[config.mk]
export PLATFORM = sky130hd
export DESIGN_NAME = grid_ray_march_column_unit
export DESIGN_NICKNAME = d
export VERILOG_FILES = /design/src/design/grcu_pkg.sv /design/src/design/grid_ray_march_column_unit.sv
export VERILOG_INCLUDE_DIRS = /design/src /design/src/design
export SDC_FILE = /design/constraint.sdc
export NUM_CORES = 2
export LEC_CHECK = 0
export ABC_AREA = 1
export BUFFER_PORTS_ARGS = -buffer_cell sky130_fd_sc_hd__clkbuf_2
export CAP_MARGIN = 30
export CORE_MARGIN = 1
export CORE_UTILIZATION = 58
export CTS_CLUSTER_SIZE = 30
export DETAILED_ROUTE_END_ITERATION = 16
export PLACE_DENSITY = 0.75
export SKIP_CTS_REPAIR_TIMING = 1
export SLEW_MARGIN = 20
export SYNTH_ARGS = -nofsm -noshare
export SYNTH_HDL_FRONTEND = slang
export SYNTH_SLANG_ARGS = --single-unit
[constraint.sdc]
create_clock -name clock -period 16.72 [get_ports clock]
set_input_delay 1.672 -clock clock [delete_from_list [all_inputs] [get_ports clock]]
set_output_delay 1.672 -clock clock [all_outputs]
set_load 0.01 [all_outputs]
[src/design/grid_ray_march_column_unit_assert.svh]
// Assertion macros for the grid ray march column unit.
// Depends on nothing; included inside module bodies that check their own logic.
`ifndef GRID_RAY_MARCH_COLUMN_UNIT_ASSERT_SVH
`define GRID_RAY_MARCH_COLUMN_UNIT_ASSERT_SVH

// Same-cycle implication under synchronous reset
`define GRCU_ASSERT_IMP(label, clk, rst, ante, cons) \
   label: assert property (@(posedge clk) disable iff (rst) (ante) |-> (cons)) \
      else $error("grcu: implication check failed");

// Next-cycle implication under synchronous reset
`define GRCU_ASSERT_NEXT(label, clk, rst, ante, cons) \
   label: assert property (@(posedge clk) disable iff (rst) (ante) |=> (cons)) \
      else $error("grcu: next-cycle check failed");

`endif

[src/design/grcu_pkg.sv]
// Shared constants and arithmetic helpers for the grid ray march column unit.
// Depends on nothing; imported by grid_ray_march_column_unit.
package grcu_pkg;

   // Default build values
   localparam int DEF_SCREEN_WIDTH  = 178;
   localparam int DEF_SCREEN_HEIGHT = 52;
   localparam int DEF_MAP_SIZE      = 16;
   localparam int DEF_MAX_STEPS     = 160;

   // One cell in march units (640 per 1/256 cell)
   localparam int CELL_UNITS = 163840;

   // Register indexes
   localparam logic [2:0] REG_MAP0    = 3'd0;
   localparam logic [2:0] REG_MAP1    = 3'd1;
   localparam logic [2:0] REG_MAP2    = 3'd2;
   localparam logic [2:0] REG_MAP3    = 3'd3;
   localparam logic [2:0] REG_POS_X   = 3'd4;
   localparam logic [2:0] REG_POS_Y   = 3'd5;
   localparam logic [2:0] REG_HEADING = 3'd6;
   localparam logic [2:0] REG_FOV     = 3'd7;

   // Reset contents
   localparam logic [63:0] MAP0_RESET = 64'd9223933891591602687;
   localparam logic [63:0] MAP1_RESET = 64'd9225483105647821185;
   localparam logic [63:0] MAP2_RESET = 64'd9259819206227099651;
   localparam logic [63:0] MAP3_RESET = 64'd18446603344802840577;
   localparam logic [11:0] POS_RESET  = 12'd2048;
   localparam logic [15:0] HEADING_RESET = 16'd0;
   localparam logic [14:0] FOV_RESET  = 15'd8203;

   // Hit kinds
   localparam logic [1:0] HIT_WALL = 2'd0;
   localparam logic [1:0] HIT_LEFT = 2'd1;
   localparam logic [1:0] HIT_DEPTH = 2'd2;

   // Quarter-wave sine table, Q1.14
   function automatic logic [14:0] sine_entry(input logic [5:0] idx);
      logic [14:0] v;
      case (idx)
         6'd0: v = 15'd0;      6'd1: v = 15'd804;    6'd2: v = 15'd1606;
         6'd3: v = 15'd2404;   6'd4: v = 15'd3196;   6'd5: v = 15'd3981;
         6'd6: v = 15'd4756;   6'd7: v = 15'd5520;   6'd8: v = 15'd6270;
         6'd9: v = 15'd7005;   6'd10: v = 15'd7723;  6'd11: v = 15'd8423;
         6'd12: v = 15'd9102;  6'd13: v = 15'd9760;  6'd14: v = 15'd10394;
         6'd15: v = 15'd11003; 6'd16: v = 15'd11585; 6'd17: v = 15'd12140;
         6'd18: v = 15'd12665; 6'd19: v = 15'd13160; 6'd20: v = 15'd13623;
         6'd21: v = 15'd14053; 6'd22: v = 15'd14449; 6'd23: v = 15'd14811;
         6'd24: v = 15'd15137; 6'd25: v = 15'd15426; 6'd26: v = 15'd15679;
         6'd27: v = 15'd15893; 6'd28: v = 15'd16069; 6'd29: v = 15'd16207;
         6'd30: v = 15'd16305; 6'd31: v = 15'd16364;
         default: v = 15'd16384;
      endcase
      return v;
   endfunction

   // Interpolated quarter wave, f in 0..16384
   function automatic logic [14:0] quarter_sine(input logic [14:0] f);
      logic [5:0]  idx;
      logic [8:0]  frac;
      logic [14:0] base;
      logic [14:0] diff;
      logic [23:0] prod;
      idx  = f[14:9];
      frac = f[8:0];
      base = sine_entry(idx);
      diff = sine_entry(idx + 6'd1) - base;
      prod = 24'(diff) * 24'(frac);
      if (idx >= 6'd32) begin
         return 15'd16384;
      end
      return base + 15'(prod >> 9);
   endfunction

   // Full-turn sine, angle in 2^-16 turn
   function automatic logic signed [15:0] sine_of(input logic [15:0] a);
      logic [14:0] mag;
      logic [14:0] f;
      f = {1'b0, a[13:0]};
      if (a[14]) begin
         mag = quarter_sine(15'd16384 - f);
      end else begin
         mag = quarter_sine(f);
      end
      if (a[15]) begin
         return -$signed({1'b0, mag});
      end
      return $signed({1'b0, mag});
   endfunction

   // Divide a value below 80 by five
   function automatic logic [3:0] div5(input logic [6:0] q);
      logic [16:0] p;
      p = 17'(q) * 17'd205;
      return 4'(p >> 10);
   endfunction

endpackage

[src/design/grid_ray_march_column_unit.sv]
// Column ray caster over a 16x16 wall grid: top level and whole datapath.
// Depends on grcu_pkg and grid_ray_march_column_unit_assert.svh.
//
// Use: drive req_column_index and raise start while busy is low; the column
// is taken at that edge and busy rises. The block forms the ray angle with a
// reciprocal multiply, reads sine and cosine from a quarter-wave table, then
// marches the ray one tenth of a cell per cycle until a wall, the map edge or
// MAX_STEPS. A bit-serial divider then forms the ceiling row.
// Sequence: the angle state, the sine and cosine table states, the march
// state for each step taken (1..MAX_STEPS steps), the divider state for
// NUM_W quotient bits (23 at the default build) and the done state; busy
// stays high through all of them and the result shows in the last. A new
// column can be taken in the cycle after the result; one column is in
// flight at a time. The result shows on the rsp_ ports for one cycle with
// rsp_valid high; the receiver cannot stall and must take it then. The user
// writes registers through the csr_ port only while busy is low; the block
// itself does not enforce this. Reset returns the sequencer to idle and
// loads the default map, position, heading and field of view.
module grid_ray_march_column_unit #(
   parameter int SCREEN_WIDTH  = grcu_pkg::DEF_SCREEN_WIDTH,
   parameter int SCREEN_HEIGHT = grcu_pkg::DEF_SCREEN_HEIGHT,
   parameter int MAP_SIZE      = grcu_pkg::DEF_MAP_SIZE,
   parameter int MAX_STEPS     = grcu_pkg::DEF_MAX_STEPS
) (
   input  logic              clock,
   input  logic              reset,
   input  logic              start,
   output logic              busy,
   input  logic [7:0]        req_column_index,
   output logic              rsp_valid,
   output logic [7:0]        rsp_column_echo,
   output logic [1:0]        rsp_hit_kind,
   output logic [7:0]        rsp_march_steps,
   output logic signed [9:0] rsp_ceiling_row,
   output logic [9:0]        rsp_floor_row,
   input  logic              csr_write_enable,
   input  logic [2:0]        csr_index,
   input  logic [63:0]       csr_write_data
);
   import grcu_pkg::*;

   `include "grid_ray_march_column_unit_assert.svh"

   localparam int STEP_W = $clog2(MAX_STEPS + 1);
   localparam int DEN_W  = (STEP_W + 1 > 8) ? STEP_W + 1 : 8;
   localparam int NUM_W  = (8 + STEP_W > 23) ? 8 + STEP_W : 23;
   localparam int CNT_W  = $clog2(NUM_W);
   localparam int ACC_W  = 19 + STEP_W;
   localparam int MAP_LIMIT = MAP_SIZE * CELL_UNITS;

   // Reciprocal of the screen width, exact for products below 2^23
   localparam int RECIP_SH = 31;
   localparam logic [31:0] RECIP =
      32'(((64'd1 << RECIP_SH) + 64'(SCREEN_WIDTH) - 64'd1) / 64'(SCREEN_WIDTH));

   localparam logic [2:0] ST_IDLE = 3'd0;
   localparam logic [2:0] ST_ADIV = 3'd1;
   localparam logic [2:0] ST_SINX = 3'd2;
   localparam logic [2:0] ST_SINY = 3'd3;
   localparam logic [2:0] ST_MARCH = 3'd4;
   localparam logic [2:0] ST_CDIV = 3'd5;
   localparam logic [2:0] ST_DONE = 3'd6;

   logic [2:0]  state_ff, state_in;
   logic [63:0] map0_ff, map1_ff, map2_ff, map3_ff;
   logic [11:0] posx_ff, posy_ff;
   logic [15:0] head_ff;
   logic [14:0] fov_ff;

   logic [7:0]  col_ff, col_in;
   logic [NUM_W-1:0] quo_ff, quo_in;
   logic [DEN_W-1:0] rem_ff, rem_in, den_ff, den_in;
   logic [CNT_W-1:0] cnt_ff, cnt_in;
   logic [15:0] angle_ff, angle_in;
   logic signed [15:0] eyex_ff, eyex_in, eyey_ff, eyey_in;
   logic signed [ACC_W-1:0] px_ff, px_in, py_ff, py_in;
   logic [STEP_W-1:0] n_ff, n_in;
   logic [1:0]  kind_ff, kind_in;
   logic        neg_ff, neg_in;

   logic        valid_ff, valid_in;
   logic [7:0]  out_col_ff, out_col_in;
   logic [1:0]  out_kind_ff, out_kind_in;
   logic [7:0]  out_steps_ff, out_steps_in;
   logic signed [9:0] out_ceil_ff, out_ceil_in;
   logic [9:0]  out_floor_ff, out_floor_in;

   // Divider step: restoring, one quotient bit per cycle
   logic [DEN_W:0]   trial;
   logic             take;
   logic [DEN_W-1:0] rem_step;
   logic [NUM_W-1:0] quo_step;
   logic             div_last;

   assign trial    = {rem_ff, quo_ff[NUM_W-1]};
   assign take     = trial >= {1'b0, den_ff};
   assign rem_step = take ? DEN_W'(trial - {1'b0, den_ff}) : DEN_W'(trial);
   assign quo_step = {quo_ff[NUM_W-2:0], take};
   assign div_last = cnt_ff == CNT_W'(NUM_W - 1);

   // Angle offset: column times fov over the screen width
   logic [NUM_W+31:0] angle_prod;
   assign angle_prod = (NUM_W+32)'(quo_ff) * (NUM_W+32)'(RECIP);

   // March step: advance both coordinates and test the cell
   logic signed [ACC_W-1:0] nx, ny;
   logic        offx, offy, wall;
   logic [3:0]  cx, cy;
   logic [255:0] map_all;
   logic [STEP_W-1:0] n_next;

   assign nx = px_ff + {{(ACC_W-16){eyex_ff[15]}}, eyex_ff};
   assign ny = py_ff + {{(ACC_W-16){eyey_ff[15]}}, eyey_ff};
   assign offx = nx[ACC_W-1] || ($unsigned(nx) >= ACC_W'(MAP_LIMIT));
   assign offy = ny[ACC_W-1] || ($unsigned(ny) >= ACC_W'(MAP_LIMIT));
   assign cx = div5(nx[21:15]);
   assign cy = div5(ny[21:15]);
   assign map_all = {map3_ff, map2_ff, map1_ff, map0_ff};
   assign wall = map_all[{cy, cx}];
   assign n_next = n_ff + STEP_W'(1);

   // Shared sine unit
   logic [15:0]        sin_arg;
   logic signed [15:0] sin_val;
   assign sin_arg = (state_ff == ST_SINY) ? angle_ff + 16'd16384 : angle_ff;
   assign sin_val = sine_of(sin_arg);

   // Ceiling setup from the final step count
   logic [STEP_W-1:0] fin_steps, steps_diff;
   logic              fin_neg;
   always_comb begin
      fin_steps = n_next;
      if (offx || offy || (!wall && n_next == STEP_W'(MAX_STEPS))) begin
         fin_steps = STEP_W'(MAX_STEPS);
      end
      fin_neg = fin_steps < STEP_W'(20);
      steps_diff = fin_neg ? STEP_W'(20) - fin_steps : fin_steps - STEP_W'(20);
   end

   // Sequencer
   always_comb begin
      state_in = state_ff;
      col_in = col_ff;
      quo_in = quo_ff;
      rem_in = rem_ff;
      den_in = den_ff;
      cnt_in = cnt_ff;
      angle_in = angle_ff;
      eyex_in = eyex_ff;
      eyey_in = eyey_ff;
      px_in = px_ff;
      py_in = py_ff;
      n_in = n_ff;
      kind_in = kind_ff;
      neg_in = neg_ff;
      valid_in = 1'b0;
      out_col_in = out_col_ff;
      out_kind_in = out_kind_ff;
      out_steps_in = out_steps_ff;
      out_ceil_in = out_ceil_ff;
      out_floor_in = out_floor_ff;
      case (state_ff)
         ST_IDLE: begin
            if (start) begin
               col_in = req_column_index;
               quo_in = NUM_W'(req_column_index) * NUM_W'(fov_ff);
               state_in = ST_ADIV;
            end
         end
         ST_ADIV: begin
            angle_in = head_ff - 16'(fov_ff >> 1) + angle_prod[RECIP_SH +: 16];
            state_in = ST_SINX;
         end
         ST_SINX: begin
            eyex_in = sin_val;
            state_in = ST_SINY;
         end
         ST_SINY: begin
            eyey_in = sin_val;
            px_in = $signed(ACC_W'({posx_ff, 9'b0}) + ACC_W'({posx_ff, 7'b0}));
            py_in = $signed(ACC_W'({posy_ff, 9'b0}) + ACC_W'({posy_ff, 7'b0}));
            n_in = '0;
            state_in = ST_MARCH;
         end
         ST_MARCH: begin
            px_in = nx;
            py_in = ny;
            n_in = n_next;
            if (offx || offy || wall || n_next == STEP_W'(MAX_STEPS)) begin
               if (offx || offy) begin
                  kind_in = HIT_LEFT;
               end else if (wall) begin
                  kind_in = HIT_WALL;
               end else begin
                  kind_in = HIT_DEPTH;
               end
               n_in = fin_steps;
               neg_in = fin_neg;
               quo_in = NUM_W'(SCREEN_HEIGHT) * NUM_W'(steps_diff);
               rem_in = '0;
               den_in = DEN_W'({fin_steps, 1'b0});
               cnt_in = '0;
               state_in = ST_CDIV;
            end
         end
         ST_CDIV: begin
            quo_in = quo_step;
            rem_in = rem_step;
            cnt_in = cnt_ff + CNT_W'(1);
            if (div_last) begin
               out_col_in = col_ff;
               out_kind_in = kind_ff;
               out_steps_in = 8'(n_ff);
               out_ceil_in = neg_ff ? -$signed(quo_step[9:0]) : $signed(quo_step[9:0]);
               out_floor_in = 10'(SCREEN_HEIGHT) - (neg_ff ? -quo_step[9:0] : quo_step[9:0]);
               valid_in = 1'b1;
               state_in = ST_DONE;
            end
         end
         ST_DONE: begin
            state_in = ST_IDLE;
         end
         default: begin
            state_in = ST_IDLE;
         end
      endcase
   end

   // Hold control state and configuration
   always_ff @(posedge clock) begin
      if (reset) begin
         state_ff <= ST_IDLE;
         valid_ff <= 1'b0;
         map0_ff <= MAP0_RESET;
         map1_ff <= MAP1_RESET;
         map2_ff <= MAP2_RESET;
         map3_ff <= MAP3_RESET;
         posx_ff <= POS_RESET;
         posy_ff <= POS_RESET;
         head_ff <= HEADING_RESET;
         fov_ff <= FOV_RESET;
      end else begin
         state_ff <= state_in;
         valid_ff <= valid_in;
         if (csr_write_enable) begin
            case (csr_index)
               REG_MAP0: map0_ff <= csr_write_data;
               REG_MAP1: map1_ff <= csr_write_data;
               REG_MAP2: map2_ff <= csr_write_data;
               REG_MAP3: map3_ff <= csr_write_data;
               REG_POS_X: posx_ff <= csr_write_data[11:0];
               REG_POS_Y: posy_ff <= csr_write_data[11:0];
               REG_HEADING: head_ff <= csr_write_data[15:0];
               REG_FOV: fov_ff <= csr_write_data[14:0];
               default: ;
            endcase
         end
      end
   end

   // Advance datapath registers
   always_ff @(posedge clock) begin
      col_ff <= col_in;
      quo_ff <= quo_in;
      rem_ff <= rem_in;
      den_ff <= den_in;
      cnt_ff <= cnt_in;
      angle_ff <= angle_in;
      eyex_ff <= eyex_in;
      eyey_ff <= eyey_in;
      px_ff <= px_in;
      py_ff <= py_in;
      n_ff <= n_in;
      kind_ff <= kind_in;
      neg_ff <= neg_in;
      out_col_ff <= out_col_in;
      out_kind_ff <= out_kind_in;
      out_steps_ff <= out_steps_in;
      out_ceil_ff <= out_ceil_in;
      out_floor_ff <= out_floor_in;
   end

   assign busy = state_ff != ST_IDLE;
   assign rsp_valid = valid_ff;
   assign rsp_column_echo = out_col_ff;
   assign rsp_hit_kind = out_kind_ff;
   assign rsp_march_steps = out_steps_ff;
   assign rsp_ceiling_row = out_ceil_ff;
   assign rsp_floor_row = out_floor_ff;

   `GRCU_ASSERT_NEXT(a_take_sets_busy, clock, reset, start && !busy, busy)
   `GRCU_ASSERT_NEXT(a_result_frees, clock, reset, rsp_valid, !busy)
   `GRCU_ASSERT_IMP(a_march_bound, clock, reset, state_ff == ST_MARCH,
      n_ff < STEP_W'(MAX_STEPS))
   `GRCU_ASSERT_IMP(a_result_busy, clock, reset, rsp_valid, busy)

endmodule
==> key figures <==
CTS
  – Clock sink total: 518
  – H-tree Lvls: 2
  – Clk_lat worst skew: 0.68 ns
  – Clock slew at reported path FFs: approximately 0.060 ns
  – CTS tree: done
  – TritonCTS Buffers: 58
  – CTS max path bufs: 3
  – Root buffer cell: clkbuf_16

Finish
  – Most common cell after layout, fill and taps aside: inv_1
  – Most frequent cells in the layout: 1215 x inv_1, 1159 x nand2_1, 643 x ha_1
  – Final core utilization: 62.54%
  – Nets@finish: 7873
  – Share of cells above drive strength 1: 5.376%
  – Area Growth Syn to Fin: 6.763%

Setup path
  – Slowest-stage cell, CP: nand2_1
  – Setup crit start kind: flip-flop
  – Crit-path most repeated cell: nand2_1
  – Worst Path Arrival: 14.19 ns
  – Critical path required time: 17.13 ns
  – Largest stage delay on the critical path: 0.62 ns
  – R2R Setup Slk: between 2 and 3 ns
  – Crit end category: flip-flop
  – Worst setup path class: reg -> reg
  – Worst-path maximum fanout: 22

Global route
  – Global-route wire length before repair: 227500 um
  – GRT Overall Usage: ~31%
  – Initial antenna violation count: 4
  – Met3 Use GR: 5.147%
  – GR Util met1: a little over two fifths
  – Largest net degree at the start of global routing: about 130
  – M2 GR Usage: 49.30%
  – Most used routing layer: met2
  – Vias in the first global route: 42619
  – Global route overflow: 0

Place
  – Final HPWL from detailed placement: roughly 110000 um
  – Port Buffer Count: 118
  – GPL Wtd Cong: 0.9617

Drt
  – Initial drt markers: 3778
  – WL/cell: approximately 18 um
  – Total number of vias: around 44000
  – Routed Antenna Nets: 0
  – Via/cell ratio: 5.594
  – Drt pass-1 iters: 6
  – Residual DRC: 0
  – Total wire length: about 140000 um

Synth
  – #FFs+latches synth: just over 500
  – Unique cell type count in the Yosys netlist: 77
  – Area leader, netlist: fa_1
  – Sequential area share after synthesis: about a quarter
  – Top cell type's share of synthesized area: 16.21%
  – Synth Area per Inst: 7.815 um2
  – Syn Std Cell Area: 52730 um2
  – Post-Syn Instances: 6747
  – Area contributors post-synth: fa_1 16%, ha_1 15%, dfxtp_1 12%, edfxtp_1 12%, inv_1 8.7%
  – Syn_nets: 7896
  – Total number of yosys warnings: 0
  – EDFF count, synth: 203
  – Post-synth top flop: dfxtp_1
  – Fraction of registers with async set or reset after synthesis: 0%

Timing
  – Worst Max-Slew Pin Slew: 0.9699 ns
  – Final Setup Violations: 0
  – Max frequency: a little over 0.07 GHz
  – Final Hold Violating Endpoints: 0
  – Max Slew Vio Count: 0
  – Setup TNS: 0 ns
  – RSZ-0062 raised after global routing: no
  – Clock skew: 0.06221 ns
  – Max-slew headroom: 35.12%
  – Period utilisation layout: 82.42%
  – Tmin final: 13.78 ns

Die
  – Row count: 110
  – Die ar.: slightly above 90000 um2
  – Die Y: 303.5 um
  – CORE AREA: 90010 um2
  – Initial core utilization: 58.58%
  – Number of I/O pins: between 100 and 150
  – Die W: ~300 um

Run status
  – Status: completed

Worst hold path
  – Worst hold-check path type: reg -> reg

Flow run
  – Max-Cap Viols: 0
## synth_stat cells, drive strengths merged, types with 21 or more instances
library cell and number:
buf 53, o211ai 81, dfxtp 315, ha 643, nor3 47, xor2 137, nand3 354, nand4 45
nand2 1181, edfxtp 203, nor2 623, or2 72, o21ai 454, xnor2 76, a21oi 410, clkbuf 194
fa 427, a211oi 21, inv 1231
## final timing paths
path	startpoint	end	cells after the start
max	angle_ff[2]$_DFFE_PP_	eyey_ff[14]$_DFFE_PP_	73
min	col_ff[2]$_DFFE_PP_	rsp_column_echo[2]$_DFFE_PP_	0
max reg2reg	angle_ff[2]$_DFFE_PP_	eyey_ff[14]$_DFFE_PP_	73
min reg2reg	col_ff[2]$_DFFE_PP_	rsp_column_echo[2]$_DFFE_PP_	0
## cell type report
type	instances	area, um2
tap	1176	1471
timing repair buffer	164	975.9
sequential	518	12400
antenna	6	15.01
fill	7889	33720
multi-input combinational	4739	34650
clock inverter	31	490.5
inverter	1243	4673
clock buffer	76	1614
## worst max-delay path: cells and delay by family, from the launching register on
kind / cells / cell delay, ns
flip-flops: 1 / 0.61
AO/OA/AOI/OAI: 18 / 2.80
AND/OR/NAND/NOR: 29 / 3.70
buffers and inverters: 15 / 2.14
XOR/XNOR: 3 / 0.92
adder cells (fa/ha/maj): 8 / 3.33
## sequential cells by signal, summed over array words and instances (netlist names), 9 cells and up
name	count
eyex_ff	16
rsp_floor_row	9
py_ff	27
map3_ff	64
quo_ff	23
head_ff	16
rem_ff	9
map1_ff	64
posy_ff	12
rsp_ceiling_row	10
px_ff	27
angle_ff	16
map0_ff	64
posx_ff	12
map2_ff	64
fov_ff	15
eyey_ff	16
## metal layers
metal / vias to the layer above / part of all wire, %
met5: - / 0.0063
met4: 2 / 2.6
met3: 222 / 8.2
met2: 1580 / 45
met1: 21115 / 44
li1: 21573 / -
## stage by stage
step,hold slack (ns),instance area [um2],cells,setup WS [ns]
after floorplan,0.4003,52730,6747,5.555
after global placement,0.4018,54090,7835,3.227
final,0.4127,56290,7953,2.939
after detailed placement,0.4054,54140,7838,3.156
after global routing,0.4234,56280,7949,1.613
after CTS,0.4164,56240,7945,3.184
## cells by family (layout without fill, tap and decap cells)
group,Yosys count,in the layout,share of synthesized area [%]
AO/OA/AOI/OAI,1105,1105,11.77
XOR/XNOR,213,213,3.617
adder cells (fa/ha/maj),1070,1070,31.47
buffers and inverters,1490,1514,10.89
flip-flops,518,518,23.52
other,0,6,0
AND/OR/NAND/NOR,2351,2351,18.73
Power is not shown: default switching activity piles up to over one toggle a cycle in this logic, so the estimate is an artifact.
